**src/rtl/bcs_pkg.sv**
```systemverilog
// ----------------------------------------------------------------------------
// bcs_pkg: battery charge supervisor shared definitions
// field widths, code enums, register indexes, reset values and bundle types
// ----------------------------------------------------------------------------
package bcs_pkg;

	localparam int OP_W      = 2;
	localparam int CABLE_W   = 2;
	localparam int TEMP_W    = 11;
	localparam int MV_W      = 13;
	localparam int LEVEL_W   = 7;
	localparam int TIME_W    = 32;
	localparam int LIM_W     = 17;
	localparam int CFG_IDX_W = 3;
	localparam int CFG_DAT_W = 17;

	localparam logic [LEVEL_W-1:0] LEVEL_MAX = 7'd100;

	// register reset values
	localparam logic signed [TEMP_W-1:0] HOT_BLOCK_RST     = 11'sd600;
	localparam logic signed [TEMP_W-1:0] HOT_RECOVER_RST   = 11'sd400;
	localparam logic signed [TEMP_W-1:0] COLD_RECOVER_RST  = 11'sd0;
	localparam logic signed [TEMP_W-1:0] COLD_BLOCK_RST    = -11'sd50;
	localparam logic [MV_W-1:0]          RECHARGE_MV_RST   = 13'd4130;
	localparam logic [LIM_W-1:0]         CHARGE_LIM_RST    = 17'd21600;
	localparam logic [LIM_W-1:0]         RECHARGE_LIM_RST  = 17'd5400;

	typedef enum logic [OP_W-1:0] {
		OP_POLL  = 2'd0,
		OP_CABLE = 2'd1,
		OP_FULL  = 2'd2
	} op_t;

	typedef enum logic [1:0] {
		ST_DISCHARGING  = 2'd0,
		ST_CHARGING     = 2'd1,
		ST_NOT_CHARGING = 2'd2,
		ST_FULL         = 2'd3
	} status_t;

	typedef enum logic [1:0] {
		H_GOOD     = 2'd0,
		H_OVERHEAT = 2'd1,
		H_COLD     = 2'd2,
		H_FAILURE  = 2'd3
	} health_t;

	typedef enum logic [2:0] {
		F_NONE      = 3'd0,
		F_REAL_FULL = 3'd1,
		F_TIMEOUT   = 3'd2,
		F_TEMP      = 3'd3,
		F_JIG       = 3'd4
	} fault_t;

	typedef enum logic [CABLE_W-1:0] {
		CABLE_NONE = 2'd0,
		CABLE_USB  = 2'd1,
		CABLE_AC   = 2'd2
	} cable_t;

	typedef enum logic [CFG_IDX_W-1:0] {
		CFG_HOT_BLOCK     = 3'd0,
		CFG_HOT_RECOVER   = 3'd1,
		CFG_COLD_RECOVER  = 3'd2,
		CFG_COLD_BLOCK    = 3'd3,
		CFG_RECHARGE_MV   = 3'd4,
		CFG_CHARGE_LIM    = 3'd5,
		CFG_RECHARGE_LIM  = 3'd6
	} cfg_idx_t;

	typedef struct packed {
		logic [OP_W-1:0]          operation;
		logic [CABLE_W-1:0]       cable_kind_in;
		logic                     battery_present;
		logic                     jig_attached;
		logic signed [TEMP_W-1:0] temperature;
		logic [MV_W-1:0]          cell_millivolts;
		logic [LEVEL_W-1:0]       charge_level;
		logic [TIME_W-1:0]        now_seconds;
	} item_t;

	typedef struct packed {
		logic signed [TEMP_W-1:0] hot_block_temp;
		logic signed [TEMP_W-1:0] hot_recover_temp;
		logic signed [TEMP_W-1:0] cold_recover_temp;
		logic signed [TEMP_W-1:0] cold_block_temp;
		logic [MV_W-1:0]          recharge_millivolts;
		logic [LIM_W-1:0]         charge_limit_seconds;
		logic [LIM_W-1:0]         recharge_limit_seconds;
	} cfg_t;

	typedef struct packed {
		status_t charge_state;
		health_t health;
		fault_t  fault_cause;
		logic    charger_on;
		logic    usb_online;
		logic    ac_online;
		logic    ac_current_select;
		logic    report_change;
	} result_t;

endpackage

```
**src/rtl/bcs_if.sv**
```systemverilog
// ----------------------------------------------------------------------------
// bcs channel interfaces
// event, result and register write channels, valid/ready handshake
// ----------------------------------------------------------------------------
interface bcs_item_if;
	logic                              valid;
	logic                              ready;
	logic [bcs_pkg::OP_W-1:0]          operation;
	logic [bcs_pkg::CABLE_W-1:0]       cable_kind_in;
	logic                              battery_present;
	logic                              jig_attached;
	logic signed [bcs_pkg::TEMP_W-1:0] temperature;
	logic [bcs_pkg::MV_W-1:0]          cell_millivolts;
	logic [bcs_pkg::LEVEL_W-1:0]       charge_level;
	logic [bcs_pkg::TIME_W-1:0]        now_seconds;

	modport source (
		output valid, operation, cable_kind_in, battery_present, jig_attached,
		output temperature, cell_millivolts, charge_level, now_seconds,
		input  ready
	);
	modport sink (
		input  valid, operation, cable_kind_in, battery_present, jig_attached,
		input  temperature, cell_millivolts, charge_level, now_seconds,
		output ready
	);
endinterface

interface bcs_result_if;
	logic       valid;
	logic       ready;
	logic [1:0] charge_state;
	logic [1:0] health;
	logic [2:0] fault_cause;
	logic       charger_on;
	logic       usb_online;
	logic       ac_online;
	logic       ac_current_select;
	logic       report_change;

	modport source (
		output valid, charge_state, health, fault_cause, charger_on,
		output usb_online, ac_online, ac_current_select, report_change,
		input  ready
	);
	modport sink (
		input  valid, charge_state, health, fault_cause, charger_on,
		input  usb_online, ac_online, ac_current_select, report_change,
		output ready
	);
endinterface

interface bcs_cfg_if;
	logic                             valid;
	logic                             ready;
	logic [bcs_pkg::CFG_IDX_W-1:0]    index;
	logic [bcs_pkg::CFG_DAT_W-1:0]    data;

	modport source (output valid, index, data, input ready);
	modport sink (input valid, index, data, output ready);
endinterface

```
**src/rtl/bcs_cfg_regs.sv**
```systemverilog
// ----------------------------------------------------------------------------
// bcs_cfg_regs: threshold and limit registers
// written one register per write beat, unknown indexes ignored
// ----------------------------------------------------------------------------
module bcs_cfg_regs (
	input  logic                          clk,
	input  logic                          arst_n,
	input  logic                          wr_valid,
	input  logic [bcs_pkg::CFG_IDX_W-1:0] wr_index,
	input  logic [bcs_pkg::CFG_DAT_W-1:0] wr_data,
	output bcs_pkg::cfg_t                 cfg_q
);

	always_ff @(posedge clk or negedge arst_n) begin
		if (!arst_n) begin
			cfg_q.hot_block_temp         <= bcs_pkg::HOT_BLOCK_RST;
			cfg_q.hot_recover_temp       <= bcs_pkg::HOT_RECOVER_RST;
			cfg_q.cold_recover_temp      <= bcs_pkg::COLD_RECOVER_RST;
			cfg_q.cold_block_temp        <= bcs_pkg::COLD_BLOCK_RST;
			cfg_q.recharge_millivolts    <= bcs_pkg::RECHARGE_MV_RST;
			cfg_q.charge_limit_seconds   <= bcs_pkg::CHARGE_LIM_RST;
			cfg_q.recharge_limit_seconds <= bcs_pkg::RECHARGE_LIM_RST;
		end else if (wr_valid) begin
			case (bcs_pkg::cfg_idx_t'(wr_index))
				bcs_pkg::CFG_HOT_BLOCK: begin
					cfg_q.hot_block_temp <= wr_data[bcs_pkg::TEMP_W-1:0];
				end
				bcs_pkg::CFG_HOT_RECOVER: begin
					cfg_q.hot_recover_temp <= wr_data[bcs_pkg::TEMP_W-1:0];
				end
				bcs_pkg::CFG_COLD_RECOVER: begin
					cfg_q.cold_recover_temp <= wr_data[bcs_pkg::TEMP_W-1:0];
				end
				bcs_pkg::CFG_COLD_BLOCK: begin
					cfg_q.cold_block_temp <= wr_data[bcs_pkg::TEMP_W-1:0];
				end
				bcs_pkg::CFG_RECHARGE_MV: begin
					cfg_q.recharge_millivolts <= wr_data[bcs_pkg::MV_W-1:0];
				end
				bcs_pkg::CFG_CHARGE_LIM: begin
					cfg_q.charge_limit_seconds <= wr_data[bcs_pkg::LIM_W-1:0];
				end
				bcs_pkg::CFG_RECHARGE_LIM: begin
					cfg_q.recharge_limit_seconds <= wr_data[bcs_pkg::LIM_W-1:0];
				end
				default: begin
				end
			endcase
		end
	end

endmodule

```
**src/rtl/bcs_in_reg.sv**
```systemverilog
// ----------------------------------------------------------------------------
// bcs_in_reg: event input register
// holds one accepted event until the update stage takes it
// ----------------------------------------------------------------------------
module bcs_in_reg (
	input  logic           clk,
	input  logic           arst_n,
	input  logic           in_valid,
	input  bcs_pkg::item_t in_item,
	input  logic           advance,
	output logic           in_ready,
	output logic           valid_s1,
	output bcs_pkg::item_t item_s1
);

	// free when empty or when the held event moves on this cycle
	assign in_ready = !valid_s1 || advance;

	always_ff @(posedge clk or negedge arst_n) begin
		if (!arst_n) begin
			valid_s1 <= 1'b0;
		end else if (in_ready) begin
			valid_s1 <= in_valid;
		end
	end

	always_ff @(posedge clk) begin
		if (in_valid && in_ready) begin
			item_s1 <= in_item;
		end
	end

endmodule

```
**src/rtl/bcs_engine.sv**
```systemverilog
// ----------------------------------------------------------------------------
// bcs_engine: supervisor state and combinational update
// applies one event to the charge state and presents the state after it
// ----------------------------------------------------------------------------
module bcs_engine (
	input  logic             clk,
	input  logic             arst_n,
	input  logic             fire,
	input  bcs_pkg::item_t   item,
	input  bcs_pkg::cfg_t    cfg,
	output bcs_pkg::result_t result
);

	bcs_pkg::status_t              status_q, status_d;
	bcs_pkg::health_t              health_q, health_d, health_temp;
	bcs_pkg::fault_t               fault_q, fault_d;
	bcs_pkg::cable_t               cable_q, cable_d;
	logic                          once_full_q, once_full_d;
	logic                          full_step_q, full_step_d;
	logic [bcs_pkg::TIME_W-1:0]    deadline_q, deadline_d;
	logic                          enable_q, enable_d;
	logic [bcs_pkg::LEVEL_W-1:0]   last_level_q, last_level_d;

	logic signed [bcs_pkg::TEMP_W-1:0] temp;
	logic [bcs_pkg::LEVEL_W-1:0]   level_sat;
	logic                          good_band;
	logic                          expired;
	logic                          bad_temp;
	logic                          change_d;
	logic [bcs_pkg::LIM_W-1:0]     limit;
	logic [bcs_pkg::TIME_W:0]      deadline_sum;
	logic [bcs_pkg::TIME_W-1:0]    deadline_arm;

	assign temp      = $signed(item.temperature);
	assign level_sat = (item.charge_level > bcs_pkg::LEVEL_MAX) ? bcs_pkg::LEVEL_MAX
	                                                            : item.charge_level;
	assign good_band = (temp <= $signed(cfg.hot_recover_temp)) &&
	                   (temp >= $signed(cfg.cold_recover_temp));
	assign expired   = (deadline_q != '0) && (item.now_seconds > deadline_q);

	// temperature health with hysteresis, holds between the bands
	always_comb begin
		if (temp >= $signed(cfg.hot_block_temp)) begin
			health_temp = bcs_pkg::H_OVERHEAT;
		end else if (good_band) begin
			health_temp = bcs_pkg::H_GOOD;
		end else if (temp <= $signed(cfg.cold_block_temp)) begin
			health_temp = bcs_pkg::H_COLD;
		end else begin
			health_temp = health_q;
		end
	end

	// once-full only rises on a timeout or a full report, neither of which arms, so the old flag picks the limit
	assign limit        = once_full_q ? cfg.recharge_limit_seconds : cfg.charge_limit_seconds;
	assign deadline_sum = {1'b0, item.now_seconds} +
	                      {{(bcs_pkg::TIME_W + 1 - bcs_pkg::LIM_W){1'b0}}, limit};
	assign deadline_arm = deadline_sum[bcs_pkg::TIME_W] ? '1
	                                                    : deadline_sum[bcs_pkg::TIME_W-1:0];

	always_comb begin
		status_d     = status_q;
		health_d     = health_q;
		fault_d      = fault_q;
		cable_d      = cable_q;
		once_full_d  = once_full_q;
		full_step_d  = full_step_q;
		deadline_d   = deadline_q;
		enable_d     = enable_q;
		last_level_d = last_level_q;
		bad_temp     = 1'b0;
		change_d     = 1'b0;
		case (bcs_pkg::op_t'(item.operation))
			bcs_pkg::OP_POLL: begin
				last_level_d = level_sat;
				health_d     = health_temp;
				if (cable_q != bcs_pkg::CABLE_NONE) begin
					if (!item.battery_present && item.jig_attached) begin
						health_d = bcs_pkg::H_FAILURE;
						status_d = bcs_pkg::ST_NOT_CHARGING;
						fault_d  = bcs_pkg::F_JIG;
					end
					bad_temp = (health_d == bcs_pkg::H_OVERHEAT) ||
					           (health_d == bcs_pkg::H_COLD);
					case (status_d)
						bcs_pkg::ST_CHARGING: begin
							if (expired && level_sat == bcs_pkg::LEVEL_MAX) begin
								once_full_d = 1'b1;
								status_d    = bcs_pkg::ST_FULL;
								fault_d     = bcs_pkg::F_TIMEOUT;
							end else if (bad_temp) begin
								status_d = bcs_pkg::ST_NOT_CHARGING;
								fault_d  = bcs_pkg::F_TEMP;
							end else if (full_step_q) begin
								status_d = bcs_pkg::ST_FULL;
							end
						end
						bcs_pkg::ST_NOT_CHARGING: begin
							if (good_band && health_d != bcs_pkg::H_FAILURE) begin
								fault_d  = bcs_pkg::F_NONE;
								status_d = bcs_pkg::ST_CHARGING;
							end
						end
						bcs_pkg::ST_FULL: begin
							if (item.cell_millivolts < cfg.recharge_millivolts) begin
								fault_d = bcs_pkg::F_NONE;
							end else if (expired) begin
								fault_d = bcs_pkg::F_TIMEOUT;
							end else if (bad_temp) begin
								status_d = bcs_pkg::ST_NOT_CHARGING;
								fault_d  = bcs_pkg::F_TEMP;
							end
						end
						default: begin
						end
					endcase
					if (fault_d == bcs_pkg::F_NONE) begin
						enable_d = 1'b1;
						if (deadline_q == '0) begin
							deadline_d = deadline_arm;
						end
					end else begin
						enable_d   = 1'b0;
						deadline_d = '0;
					end
				end
				change_d = (level_sat != last_level_q) || (status_d != status_q) ||
				           (level_sat == '0);
			end
			bcs_pkg::OP_CABLE: begin
				// unknown cable code counts as unplugged
				if (item.cable_kind_in == bcs_pkg::CABLE_USB ||
				    item.cable_kind_in == bcs_pkg::CABLE_AC) begin
					cable_d = bcs_pkg::cable_t'(item.cable_kind_in);
				end else begin
					cable_d = bcs_pkg::CABLE_NONE;
				end
				if (item.battery_present && cable_d != bcs_pkg::CABLE_NONE) begin
					status_d = bcs_pkg::ST_CHARGING;
				end else begin
					status_d = bcs_pkg::ST_DISCHARGING;
				end
				if (cable_d == bcs_pkg::CABLE_NONE) begin
					once_full_d = 1'b0;
					deadline_d  = '0;
					fault_d     = bcs_pkg::F_NONE;
					full_step_d = 1'b0;
				end
			end
			bcs_pkg::OP_FULL: begin
				once_full_d = 1'b1;
				fault_d     = bcs_pkg::F_REAL_FULL;
				enable_d    = 1'b0;
				full_step_d = 1'b1;
			end
			default: begin
			end
		endcase
	end

	always_ff @(posedge clk or negedge arst_n) begin
		if (!arst_n) begin
			status_q     <= bcs_pkg::ST_DISCHARGING;
			health_q     <= bcs_pkg::H_GOOD;
			fault_q      <= bcs_pkg::F_NONE;
			cable_q      <= bcs_pkg::CABLE_NONE;
			once_full_q  <= 1'b0;
			full_step_q  <= 1'b0;
			deadline_q   <= '0;
			enable_q     <= 1'b0;
			last_level_q <= '0;
		end else if (fire) begin
			status_q     <= status_d;
			health_q     <= health_d;
			fault_q      <= fault_d;
			cable_q      <= cable_d;
			once_full_q  <= once_full_d;
			full_step_q  <= full_step_d;
			deadline_q   <= deadline_d;
			enable_q     <= enable_d;
			last_level_q <= last_level_d;
		end
	end

	always_comb begin
		result.charge_state      = status_d;
		result.health            = health_d;
		result.fault_cause       = fault_d;
		result.charger_on        = enable_d;
		result.usb_online        = (cable_d == bcs_pkg::CABLE_USB);
		result.ac_online         = (cable_d == bcs_pkg::CABLE_AC);
		result.ac_current_select = (cable_d == bcs_pkg::CABLE_AC);
		result.report_change     = change_d;
	end

endmodule

```
**src/rtl/battery_charge_supervisor.sv**
```systemverilog
// ----------------------------------------------------------------------------
// battery_charge_supervisor: charge status, health and charger enable control
//
// item_in takes one event per beat: a poll with measurements, a cable change
// or a full-charge report. result_out gives exactly one result beat per event,
// showing status, health, fault cause, charger enable and cable flags after it.
// cfg writes the thresholds and limits, one register per beat, and is always
// ready; the user makes writes while no event is in flight, not enforced here.
// path: an accepted event is held in the input register, then its result is
// loaded into the result register and offered from there.
// throughput: one event per cycle unless stalled; the whole update is one pass of compare
// and add logic between the input register and the result register, and the
// 32-bit deadline add with its saturation sets the path.
// stall: the result register holds while result_out.ready is low; the input
// register still takes one more event if it was empty, then item_in.ready drops until the
// result is taken.
// reset: arst_n clears both valid flags, puts the state to discharging, good
// health, no fault, no cable, no deadline, and loads the register defaults.
// ----------------------------------------------------------------------------
module battery_charge_supervisor (
	input  logic           clk,
	input  logic           arst_n,
	bcs_item_if.sink       item_in,
	bcs_result_if.source   result_out,
	bcs_cfg_if.sink        cfg
);

	bcs_pkg::cfg_t    cfg_q;
	bcs_pkg::item_t   in_item;
	bcs_pkg::item_t   item_s1;
	bcs_pkg::result_t result;
	bcs_pkg::result_t result_s2;
	logic             valid_s1;
	logic             out_valid_s2;
	logic             out_free;
	logic             advance;

	// register writes never stall
	assign cfg.ready = 1'b1;

	bcs_cfg_regs u_cfg (
		.clk      (clk),
		.arst_n   (arst_n),
		.wr_valid (cfg.valid),
		.wr_index (cfg.index),
		.wr_data  (cfg.data),
		.cfg_q    (cfg_q)
	);

	// gather the event beat into one bundle
	always_comb begin
		in_item.operation       = item_in.operation;
		in_item.cable_kind_in   = item_in.cable_kind_in;
		in_item.battery_present = item_in.battery_present;
		in_item.jig_attached    = item_in.jig_attached;
		in_item.temperature     = item_in.temperature;
		in_item.cell_millivolts = item_in.cell_millivolts;
		in_item.charge_level    = item_in.charge_level;
		in_item.now_seconds     = item_in.now_seconds;
	end

	// result register is free when empty or being drained
	assign out_free = !out_valid_s2 || result_out.ready;
	assign advance  = valid_s1 && out_free;

	bcs_in_reg u_in (
		.clk      (clk),
		.arst_n   (arst_n),
		.in_valid (item_in.valid),
		.in_item  (in_item),
		.advance  (advance),
		.in_ready (item_in.ready),
		.valid_s1 (valid_s1),
		.item_s1  (item_s1)
	);

	// state commits in the same edge that loads the result register
	bcs_engine u_engine (
		.clk    (clk),
		.arst_n (arst_n),
		.fire   (advance),
		.item   (item_s1),
		.cfg    (cfg_q),
		.result (result)
	);

	always_ff @(posedge clk or negedge arst_n) begin
		if (!arst_n) begin
			out_valid_s2 <= 1'b0;
		end else if (out_free) begin
			out_valid_s2 <= valid_s1;
		end
	end

	always_ff @(posedge clk) begin
		if (advance) begin
			result_s2 <= result;
		end
	end

	// result beat
	assign result_out.valid             = out_valid_s2;
	assign result_out.charge_state      = result_s2.charge_state;
	assign result_out.health            = result_s2.health;
	assign result_out.fault_cause       = result_s2.fault_cause;
	assign result_out.charger_on        = result_s2.charger_on;
	assign result_out.usb_online        = result_s2.usb_online;
	assign result_out.ac_online         = result_s2.ac_online;
	assign result_out.ac_current_select = result_s2.ac_current_select;
	assign result_out.report_change     = result_s2.report_change;

	// a cable is never both usb and ac
	a_cable_exclusive: assert property (@(posedge clk) disable iff (!arst_n)
		out_valid_s2 |-> !(result_s2.usb_online && result_s2.ac_online))
		else $error("usb and ac both online");

	// charger only runs while no fault is recorded
	a_enable_no_fault: assert property (@(posedge clk) disable iff (!arst_n)
		(out_valid_s2 && result_s2.charger_on) |-> (result_s2.fault_cause == bcs_pkg::F_NONE))
		else $error("charger on with a fault recorded");

	// an event that moves on always shows up as a result beat next cycle
	a_advance_lands: assert property (@(posedge clk) disable iff (!arst_n)
		advance |=> out_valid_s2)
		else $error("advanced event lost before the result register");

	// a stalled result beat must not be overwritten
	a_stall_holds: assert property (@(posedge clk) disable iff (!arst_n)
		(out_valid_s2 && !result_out.ready) |=> $stable(result_s2))
		else $error("result register changed while stalled");

endmodule

```
**src/flat_wrapper.sv**
```systemverilog
// flat-port wrapper written by rule: the top's interface ports become plain ports
module battery_charge_supervisor_flat 
  (clk, arst_n, item_in_valid, item_in_operation, item_in_cable_kind_in, item_in_battery_present, item_in_jig_attached, item_in_temperature, item_in_cell_millivolts, item_in_charge_level, item_in_now_seconds, item_in_ready, result_out_valid, result_out_charge_state, result_out_health, result_out_fault_cause, result_out_charger_on, result_out_usb_online, result_out_ac_online, result_out_ac_current_select, result_out_report_change, result_out_ready, cfg_valid, cfg_index, cfg_data, cfg_ready);
  bcs_item_if item_in_i ();
  bcs_result_if result_out_i ();
  bcs_cfg_if cfg_i ();
  input  logic clk;
  input  logic arst_n;
  input wire logic [$bits(item_in_i.valid)-1:0] item_in_valid;
  input wire logic [$bits(item_in_i.operation)-1:0] item_in_operation;
  input wire logic [$bits(item_in_i.cable_kind_in)-1:0] item_in_cable_kind_in;
  input wire logic [$bits(item_in_i.battery_present)-1:0] item_in_battery_present;
  input wire logic [$bits(item_in_i.jig_attached)-1:0] item_in_jig_attached;
  input wire logic [$bits(item_in_i.temperature)-1:0] item_in_temperature;
  input wire logic [$bits(item_in_i.cell_millivolts)-1:0] item_in_cell_millivolts;
  input wire logic [$bits(item_in_i.charge_level)-1:0] item_in_charge_level;
  input wire logic [$bits(item_in_i.now_seconds)-1:0] item_in_now_seconds;
  output wire logic [$bits(item_in_i.ready)-1:0] item_in_ready;
  output wire logic [$bits(result_out_i.valid)-1:0] result_out_valid;
  output wire logic [$bits(result_out_i.charge_state)-1:0] result_out_charge_state;
  output wire logic [$bits(result_out_i.health)-1:0] result_out_health;
  output wire logic [$bits(result_out_i.fault_cause)-1:0] result_out_fault_cause;
  output wire logic [$bits(result_out_i.charger_on)-1:0] result_out_charger_on;
  output wire logic [$bits(result_out_i.usb_online)-1:0] result_out_usb_online;
  output wire logic [$bits(result_out_i.ac_online)-1:0] result_out_ac_online;
  output wire logic [$bits(result_out_i.ac_current_select)-1:0] result_out_ac_current_select;
  output wire logic [$bits(result_out_i.report_change)-1:0] result_out_report_change;
  input wire logic [$bits(result_out_i.ready)-1:0] result_out_ready;
  input wire logic [$bits(cfg_i.valid)-1:0] cfg_valid;
  input wire logic [$bits(cfg_i.index)-1:0] cfg_index;
  input wire logic [$bits(cfg_i.data)-1:0] cfg_data;
  output wire logic [$bits(cfg_i.ready)-1:0] cfg_ready;
  assign item_in_i.valid = item_in_valid;
  assign item_in_i.operation = item_in_operation;
  assign item_in_i.cable_kind_in = item_in_cable_kind_in;
  assign item_in_i.battery_present = item_in_battery_present;
  assign item_in_i.jig_attached = item_in_jig_attached;
  assign item_in_i.temperature = item_in_temperature;
  assign item_in_i.cell_millivolts = item_in_cell_millivolts;
  assign item_in_i.charge_level = item_in_charge_level;
  assign item_in_i.now_seconds = item_in_now_seconds;
  assign item_in_ready = item_in_i.ready;
  assign result_out_valid = result_out_i.valid;
  assign result_out_charge_state = result_out_i.charge_state;
  assign result_out_health = result_out_i.health;
  assign result_out_fault_cause = result_out_i.fault_cause;
  assign result_out_charger_on = result_out_i.charger_on;
  assign result_out_usb_online = result_out_i.usb_online;
  assign result_out_ac_online = result_out_i.ac_online;
  assign result_out_ac_current_select = result_out_i.ac_current_select;
  assign result_out_report_change = result_out_i.report_change;
  assign result_out_i.ready = result_out_ready;
  assign cfg_i.valid = cfg_valid;
  assign cfg_i.index = cfg_index;
  assign cfg_i.data = cfg_data;
  assign cfg_ready = cfg_i.ready;
  battery_charge_supervisor u_core (.clk(clk), .arst_n(arst_n), .item_in(item_in_i), .result_out(result_out_i), .cfg(cfg_i));
endmodule
```
**config.mk**
```make
export PLATFORM = sky130hd
export DESIGN_NAME = battery_charge_supervisor_flat
export DESIGN_NICKNAME = d
export VERILOG_FILES = /design/src/rtl/bcs_pkg.sv /design/src/rtl/bcs_if.sv /design/src/rtl/bcs_cfg_regs.sv /design/src/rtl/bcs_in_reg.sv /design/src/rtl/bcs_engine.sv /design/src/rtl/battery_charge_supervisor.sv /design/src/flat_wrapper.sv
export SDC_FILE = /design/constraint.sdc
export NUM_CORES = 1
export LEC_CHECK = 0
export BUFFER_PORTS_ARGS = -buffer_cell sky130_fd_sc_hd__buf_2
export CAP_MARGIN = 20
export CORE_ASPECT_RATIO = 0.5
export CORE_MARGIN = 2
export CORE_UTILIZATION = 55
export DETAILED_ROUTE_END_ITERATION = 12
export GPL_TIMING_DRIVEN = 0
export PLACE_DENSITY = 0.77
export SYNTH_ARGS = -nofsm -noshare
export SYNTH_HDL_FRONTEND = slang
export SYNTH_SLANG_ARGS = --single-unit
export TNS_END_PERCENT = 1
```
**constraint.sdc**
```tcl
create_clock -name clk -period 4.3 [get_ports clk]
set_input_delay 0.215 -clock clk [delete_from_list [all_inputs] [get_ports clk]]
set_output_delay 0.215 -clock clk [all_outputs]
set_load 0.02 [all_outputs]
```
Yosys cells after proc, flatten, opt, wreduce, memory -nomap -nowiden
Index checks and enable logic that the tools add are counted.
- bits in registers: 224
- bits in latches: 0
- memory bits (writable): 0
- memory bits (read-only): 0
- input bits: 94
- output and inout port bits: 15
- logic and storage cells: 162
- memories: 0
- add/subtract/negate cells: 1
- multipliers: 0
- div/mod/pow operators: 0
- magnitude comparators: 7
- equal/unequal tests: 26
- shift operators: 0
- muxes and demuxes: 55
- bitwise operators: 0
- reduce and logical (&&, ||, !) cells: 40
- operators by type and width (operator ; count):
    $mux 32 ; 5
    $pmux 32 s2 ; 1
    $mux 2 ; 23
    $add 32x17->33 ; 1
    $gt 32x32->1 ; 1
    $logic_not 32->1 ; 1
    $reduce_bool 32->1 ; 1
    $mux 3 ; 10
    $ge 11x11->1 ; 2
    $le 11x11->1 ; 2
    $pmux 3 s3 ; 2
    $mux 17 ; 1
    $reduce_and 2->1 ; 8
    $lt 13x13->1 ; 1
    $eq 2x2->1 const B ; 6
    $eq 2x1->1 const B ; 5
    $eq 3x3->1 const B ; 3
    $logic_and 1x1->1 ; 8
    $ne 2x2->1 const B ; 4
    $reduce_bool 2->1 ; 4
    $eq 7x7->1 const B ; 1
    $gt 7x7->1 const B ; 1
    $logic_not 7->1 ; 1
    $mux 1 ; 7
    other kinds (19) ; 30

Depth between registers and ports, before layout
- word-level depth: 19
- depth in mapped cells: 23
- mapped depth without buffers: 20

By module
A second synthesis with hierarchy kept.
- cell total of the unflattened synthesis: 1125
- area total of the unflattened synthesis: 12796.0 µm²
- by module, submodules not included (module ; instances ; cells each ; area each (µm²) ; seq. area each (µm²)):
    bcs_engine ; 1 ; 838 ; 6612.6 ; 1276.2
    bcs_cfg_regs ; 1 ; 196 ; 3642.2 ; 2312.2
    bcs_in_reg ; 1 ; 73 ; 2125.8 ; 2097.0
    battery_charge_supervisor ; 1 ; 18 ; 415.4 ; 385.4

Least setup slack after synthesis
OpenSTA, ideal clock, no wires.
- kind: reg-to-reg
- from: register, netlist name u_core.u_in.item_s1[53]
- to: register u_core.u_engine.deadline_q[10] (netlist name)
- setup time: 0.074 ns
- arrival time: 4.137 ns
- data required time: 4.226 ns
- path slack: 0.089 ns
- stages on the path, launching flop included: 23
- buffers on the path: 3
- clock period less this slack: 4.211 ns
- cells stage by stage: edfxtp_1 ha_1 nor2b_1 o21a_1 o21a_1 o21a_1 o21a_1 o2111ai_1 a31oi_1 a41oi_1 o211ai_1 ha_1 clkbuf_1 a21oi_1 nor2_1 nand3_1 a211oi_1 a21oi_2 a311o_1 or2_1 buf_6 buf_6 o21ai_2
- cells in the longest elaborated chain, start to end: 19
- elaborated cells between the ends (all ways): 30
- those cells by class: 4 x order compare; 4 x eq/ne; 17 x mux; 5 x reduce/logical
- RTL lines (element ; line ; RTL):
    $le 11x11->1, or another cell as far along ; bcs_engine.sv:47 ; end else if (temp <= $signed(cfg.cold_block_temp)) begin
    $mux 2 or $logic_and 1x1->1 (tied branches) ; bcs_engine.sv:47, bcs_engine.sv:37 ;
    $mux 2 ; bcs_engine.sv:45 ; end else if (good_band) begin
    $mux 2 ; bcs_engine.sv:43 ; if (temp >= $signed(cfg.hot_block_temp)) begin
    $mux 2 ; bcs_engine.sv:78 ; if (!item.battery_present && item.jig_attached) begin
    $mux 2 ; bcs_engine.sv:77 ; if (cable_q != bcs_pkg::CABLE_NONE) begin
    $mux 2 ; bcs_engine.sv:73 ; case (bcs_pkg::op_t'(item.operation))
    $eq 2x1->1 or $eq 2x2->1 (tied branches) ; bcs_engine.sv:83, bcs_engine.sv:84 ;
    (+3 left out) ; -- ;
    $mux 3 ; bcs_engine.sv:105 ; if (item.cell_millivolts < cfg.recharge_millivolts) begin
    $pmux 3 s3 * ; bcs_engine.sv:85 ; case (status_d)
    $mux 3 * ; bcs_engine.sv:77 ;
    $mux 3 * ; bcs_engine.sv:73 ;
    $logic_not 3->1 * ; bcs_engine.sv:117 ; if (fault_d == bcs_pkg::F_NONE) begin
    $mux 32 ; bcs_engine.sv:117 ;
    $mux 32 ; bcs_engine.sv:77 ;
    $pmux 32 s2 ; bcs_engine.sv:73 ;
    end signal: assignment ; bcs_engine.sv:179 ; deadline_q <= deadline_d;
    end: declaration ; bcs_engine.sv:20 ; logic [bcs_pkg::TIME_W-1:0] deadline_q, deadline_d;
Mark *: on every way between the ends. The rest lies on a longest branch, timed or not. The select of a mux whose other input is x is not followed.
A chain may end at the register's enable or synchronous reset.

Worst setup path after layout
- from: register, netlist name u_core.u_in.item_s1[53]
- to: register u_core.u_engine.deadline_q[21] (netlist name)
- cells in the longest elaborated chain, start to end: 19
- elaborated cells between the ends (all ways): 30
- those cells by class: 4 x order compare; 4 x eq/ne; 17 x mux; 5 x reduce/logical
- RTL lines (element ; line):
    $le 11x11->1, or another cell as far along ; bcs_engine.sv:47
    $mux 2 or $logic_and 1x1->1 (tied branches) ; bcs_engine.sv:47, bcs_engine.sv:37
    $mux 2 ; bcs_engine.sv:45
    $mux 2 ; bcs_engine.sv:43
    $mux 2 ; bcs_engine.sv:78
    $mux 2 ; bcs_engine.sv:77
    $mux 2 ; bcs_engine.sv:73
    $eq 2x1->1 or $eq 2x2->1 (tied branches) ; bcs_engine.sv:83, bcs_engine.sv:84
    (+3 left out) ; --
    $mux 3 ; bcs_engine.sv:105
    $pmux 3 s3 * ; bcs_engine.sv:85
    $mux 3 * ; bcs_engine.sv:77
    $mux 3 * ; bcs_engine.sv:73
    $logic_not 3->1 * ; bcs_engine.sv:117
    $mux 32 ; bcs_engine.sv:117
    $mux 32 ; bcs_engine.sv:77
    $pmux 32 s2 ; bcs_engine.sv:73
Marks and branches as above.

==> results.sh <==
export IMPL_synth_seq_area_share=0.490
export IMPL_hpwl_um=21000
export IMPL_post_route_worst_setup_slack_ns=-0.101
export IMPL_syn2layout_area_growth_pct=21.9
export IMPL_insertion_delay_ns=0.53
export IMPL_p_leak_nw=6.51
export IMPL_met1_usage=0.341
export IMPL_groute_usage_overall=0.260
export IMPL_vias=9891
export IMPL_ys_async_sr_fraction=0.643
export IMPL_cp_data_arrival_time_ns=4.81
export IMPL_fin_crit_sh=1.02
export IMPL_yosysTopAreaCellShare=0.236
export IMPL_path_cells="ha_1, nor2b_1, o21a_1, o21a_1, o21a_1, o21a_1, o2111ai_2, a31oi_1, a41oi_2, buf_4, a21o_1, ha_4, nor2_1, nor2_1, or3_4, a21oi_4, a311o_1, or2_1, buf_6, buf_12, o21ai_2"
export IMPL_clk_path_buf_depth=3
export IMPL_synth_top_cell_by_area="dfrtp_1"
export IMPL_antenna_found_initial=1
export IMPL_cts_tree="done"
export IMPL_synth_cell_types=74
export IMPL_die_height_um=110
export IMPL_cts_buffers=22
export IMPL_crit_top_cell="o21a_1"
export IMPL_vias_per_cell=5.78
export IMPL_p_int_mw=4.92
export IMPL_ir_drop_uv=256
export IMPL_critical_path_top_delay_family="compound AO/OA/AOI/OAI gates"
export IMPL_synth_area_leaders="dfrtp_1 (24%), edfxtp_1 (19%), ha_1 (11%)"
export IMPL_setup_viol=27
export IMPL_cp_slowest_cell="edfxtp_1"
export IMPL_synth_cells=1173
export IMPL_p_seq_frac=0.397
export IMPL_rsz0062_at_grt="yes"
export IMPL_setup_tns_ns=-1.95
export IMPL_num_rows=38
export IMPL_grt_overflow=0
export IMPL_pwr_share_comb=0.345
export IMPL_num_fill_cells=1568
export IMPL_yosysMostFrequentCell="nand2_1"
export IMPL_crit_buf_inv=3
export IMPL_grt_util_met2=0.455
export IMPL_critical_path_class="reg -> reg"
export IMPL_fin_skew_ns=0.0106
export IMPL_hold_class="in -> reg"
export IMPL_port_buffers=107
export IMPL_final_area_um2=15000
export IMPL_synth_top_family_by_area="compound AO/OA/AOI/OAI gates"
export IMPL_initial_core_util=0.565
export IMPL_busiest_layer="met2"
export IMPL_synth_xor_area_frac=0.0149
export IMPL_clkTransAtPathRegs_ns=0.06
export IMPL_synth_fa_ha_area_frac=0.111
export IMPL_gp_congestion=0.910
export IMPL_pre_cts_ws_ns=-0.804
export IMPL_yosysWarnings=0
export IMPL_worstPathRequired_ns=4.71
export IMPL_initialDrtViolationCount=841
export IMPL_synth_compound_area_frac=0.143
export IMPL_final_nets=1597
export IMPL_crit_path_max_fanout=10
export IMPL_fmax_mhz=227
export IMPL_first_global_vias=9947
export IMPL_die_area_um2=23700
export IMPL_synthSimpleGateAreaFrac=0.127
export IMPL_final_util=0.688
export IMPL_routed_wl_um=30800
export IMPL_cts_htree_levels=1
export IMPL_relSlewSlack=0.239
export IMPL_syn_num_nets=1376
export IMPL_slew_viol_final=0
export IMPL_ant_nets=0
export IMPL_synth_avg_cell_area_um2=10.5
export IMPL_synth_commonest_cells="nand2_1 (133), dfrtp_1 (116), ha_1 (108)"
export IMPL_cp_start_kind="flop"
export IMPL_powerDensity_nw_per_um2=498
export IMPL_synth_mux_area_frac=0.0666
export IMPL_cap_violations=0
export IMPL_dr_pass1_iters=5
export IMPL_grt_max_degree=81
export IMPL_violations="negative setup slack"
export IMPL_cp_end_kind="flop"
export IMPL_drive_gt1_frac=0.219
export IMPL_switching_power_mw=2.55
export IMPL_grt_pass1_wl_um=49100
export IMPL_outcome="complete, but fails checks"
export IMPL_swShare=0.342
export IMPL_synth_area_um2=12300
export IMPL_ys_flop_type="dfrtp_1"
export IMPL_cpPeakStageDelay_ns=0.48
export IMPL_placedInstanceArea_um2=13300
export IMPL_root_buffer="clkbuf_16"
export IMPL_drc=0
export IMPL_hold_viol_final=0
export IMPL_ioPinCount=109
export IMPL_wl_per_cell_um=18.0
export IMPL_fp_dieW_um=216
export IMPL_clock_power_share=0.259
export IMPL_ys_ff_latch=224
export IMPL_cts_sinks=224
export IMPL_synth_edff_count=80
export IMPL_core_area_um2=21800
export IMPL_fin_crit_ns=4.40
export IMPL_max_slew_worst_pin_slew_ns=1.12
export IMPL_gr_usage_met3=0.0423
power by group through the flow:
stage / Combinational [mW] / Sequential (mW) / Clock, mW
floorplan: 1.73 / 2.93 / 0
global placement: 2.21 / 2.97 / 0
detailed placement: 2.33 / 2.99 / 0
CTS: 2.49 / 2.95 / 1.96
global route: 2.86 / 3.01 / 2.04
finish: 2.58 / 2.97 / 1.94
worst register-to-register path, stage by stage (launching register included):
cell and delay, ns:
edfxtp_1 0.48, ha_1 0.34, nor2b_1 0.13, o21a_1 0.16, o21a_1 0.16, o21a_1 0.17
o21a_1 0.17, o2111ai_2 0.16, a31oi_1 0.12, a41oi_2 0.22, buf_4 0.16, a21o_1 0.15
ha_4 0.23, nor2_1 0.13, nor2_1 0.06, or3_4 0.38, a21oi_4 0.25, a311o_1 0.32
or2_1 0.16, buf_6 0.14, buf_12 0.15, o21ai_2 0.07
through the flow:
step	total power [mW]	cells	hold slack [ns]
after floorplan	4.66	1173	-0.0806
after global placement	5.18	1580	0.391
after detailed placement	5.31	1581	0.265
after CTS	7.40	1705	0.00240
after global routing	7.92	1711	0.0368
final	7.48	1711	0.0173
kinds of logic (layout without fill, tap and decap cells):
family / after synthesis / after routing
compound gates: 273 / 273
xor+xnor: 21 / 21
fa+ha+maj: 109 / 109
buf+inv: 141 / 378
flops: 224 / 224
mux: 73 / 73
other cells: 1 / 2
simple gates: 331 / 331
flip-flops by register name, summed over array words and instances, names as in the netlist:
| name | flops |
|---|---|
| u_core.result_out.ac_online | 1 |
| u_core.result_out.charge_state | 2 |
| u_core.result_out.charger_on | 1 |
| u_core.result_out.fault_cause | 3 |
| u_core.result_out.health | 2 |
| u_core.result_out.report_change | 1 |
| u_core.result_out.usb_online | 1 |
| u_core.result_out.valid | 1 |
| u_core.u_cfg.cfg_q | 91 |
| u_core.u_engine.cable_q | 2 |
| u_core.u_engine.deadline_q | 32 |
| u_core.u_engine.enable_q | 1 |
| u_core.u_engine.fault_q | 3 |
| u_core.u_engine.full_step_q | 1 |
| u_core.u_engine.health_q | 2 |
| u_core.u_engine.last_level_q | 7 |
| u_core.u_engine.once_full_q | 1 |
| u_core.u_engine.status_q | 2 |
| u_core.u_in.item_s1 | 69 |
| u_core.u_in.valid_s1 | 1 |
cells in the final DEF (no fill, tap or decap), types with 22 or more instances in the layout:
| master | synthesis | layout |
|---|---|---|
| nand4_1 | 22 | 22 |
| ha_1 | 108 | 106 |
| clkbuf_1 | 25 | 25 |
| dlygate4sd3_1 | 0 | 80 |
| mux2_2 | 72 | 72 |
| a21oi_1 | 56 | 55 |
| nand2_1 | 133 | 133 |
| dfrtp_1 | 116 | 115 |
| nor2_1 | 68 | 68 |
| edfxtp_1 | 80 | 80 |
| o21ai_0 | 92 | 90 |
| dfstp_2 | 28 | 28 |
| inv_1 | 105 | 105 |
| clkbuf_16 | 0 | 24 |
| buf_2 | 4 | 106 |
routing by layer:
layer,vias to the layer above,wire [um]
met3,70,1810
met5,-,0
met1,4825,13400
met4,0,666
met2,328,15000
li1,4668,-
final cells by class:
| cell class | instances | area [um^2] | share of cell area |
|---|---|---|---|
| Antenna cell | 1 | 2.50 | 0.000167 |
| Buffer | 33 | 206 | 0.0137 |
| Clock buffer | 34 | 678 | 0.0452 |
| Clock inverter | 6 | 36.3 | 0.00242 |
| Inverter | 106 | 398 | 0.0265 |
| Multi-Input combinational cell | 808 | 5830 | 0.388 |
| Sequential cell | 224 | 6040 | 0.402 |
| Tap cell | 300 | 375 | 0.0250 |
| Timing Repair Buffer | 199 | 1450 | 0.0967 |
worst paths after layout:
check | start | end | slack [ns] | cells after the start
max reg2reg | u_core.u_in.item_s1[53] | u_core.u_engine.deadline_q[21] | -0.10 | 21
min | cfg_data[3] | u_core.u_cfg.cfg_q[83] | 0.02 | 3
min reg2reg | u_core.u_cfg.cfg_q[15] | u_core.u_cfg.cfg_q[15] | 0.51 | 1
max | u_core.u_in.item_s1[53] | u_core.u_engine.deadline_q[21] | -0.10 | 21
min in group asynchronous | arst_n | u_core.u_engine.deadline_q[26] | 0.24 | 2
max in group asynchronous | arst_n | u_core.u_cfg.cfg_q[76] | 3.19 | 3
what timing repair did:
action,CTS,global route
pin swaps,7,10
hold buffers,80,0
endpoints found under the hold margin,143,0
buffers inserted,6,5
setup endpoints to repair,39,34
gates resized for setup,19,19
(Power assumes the default switching activity.)
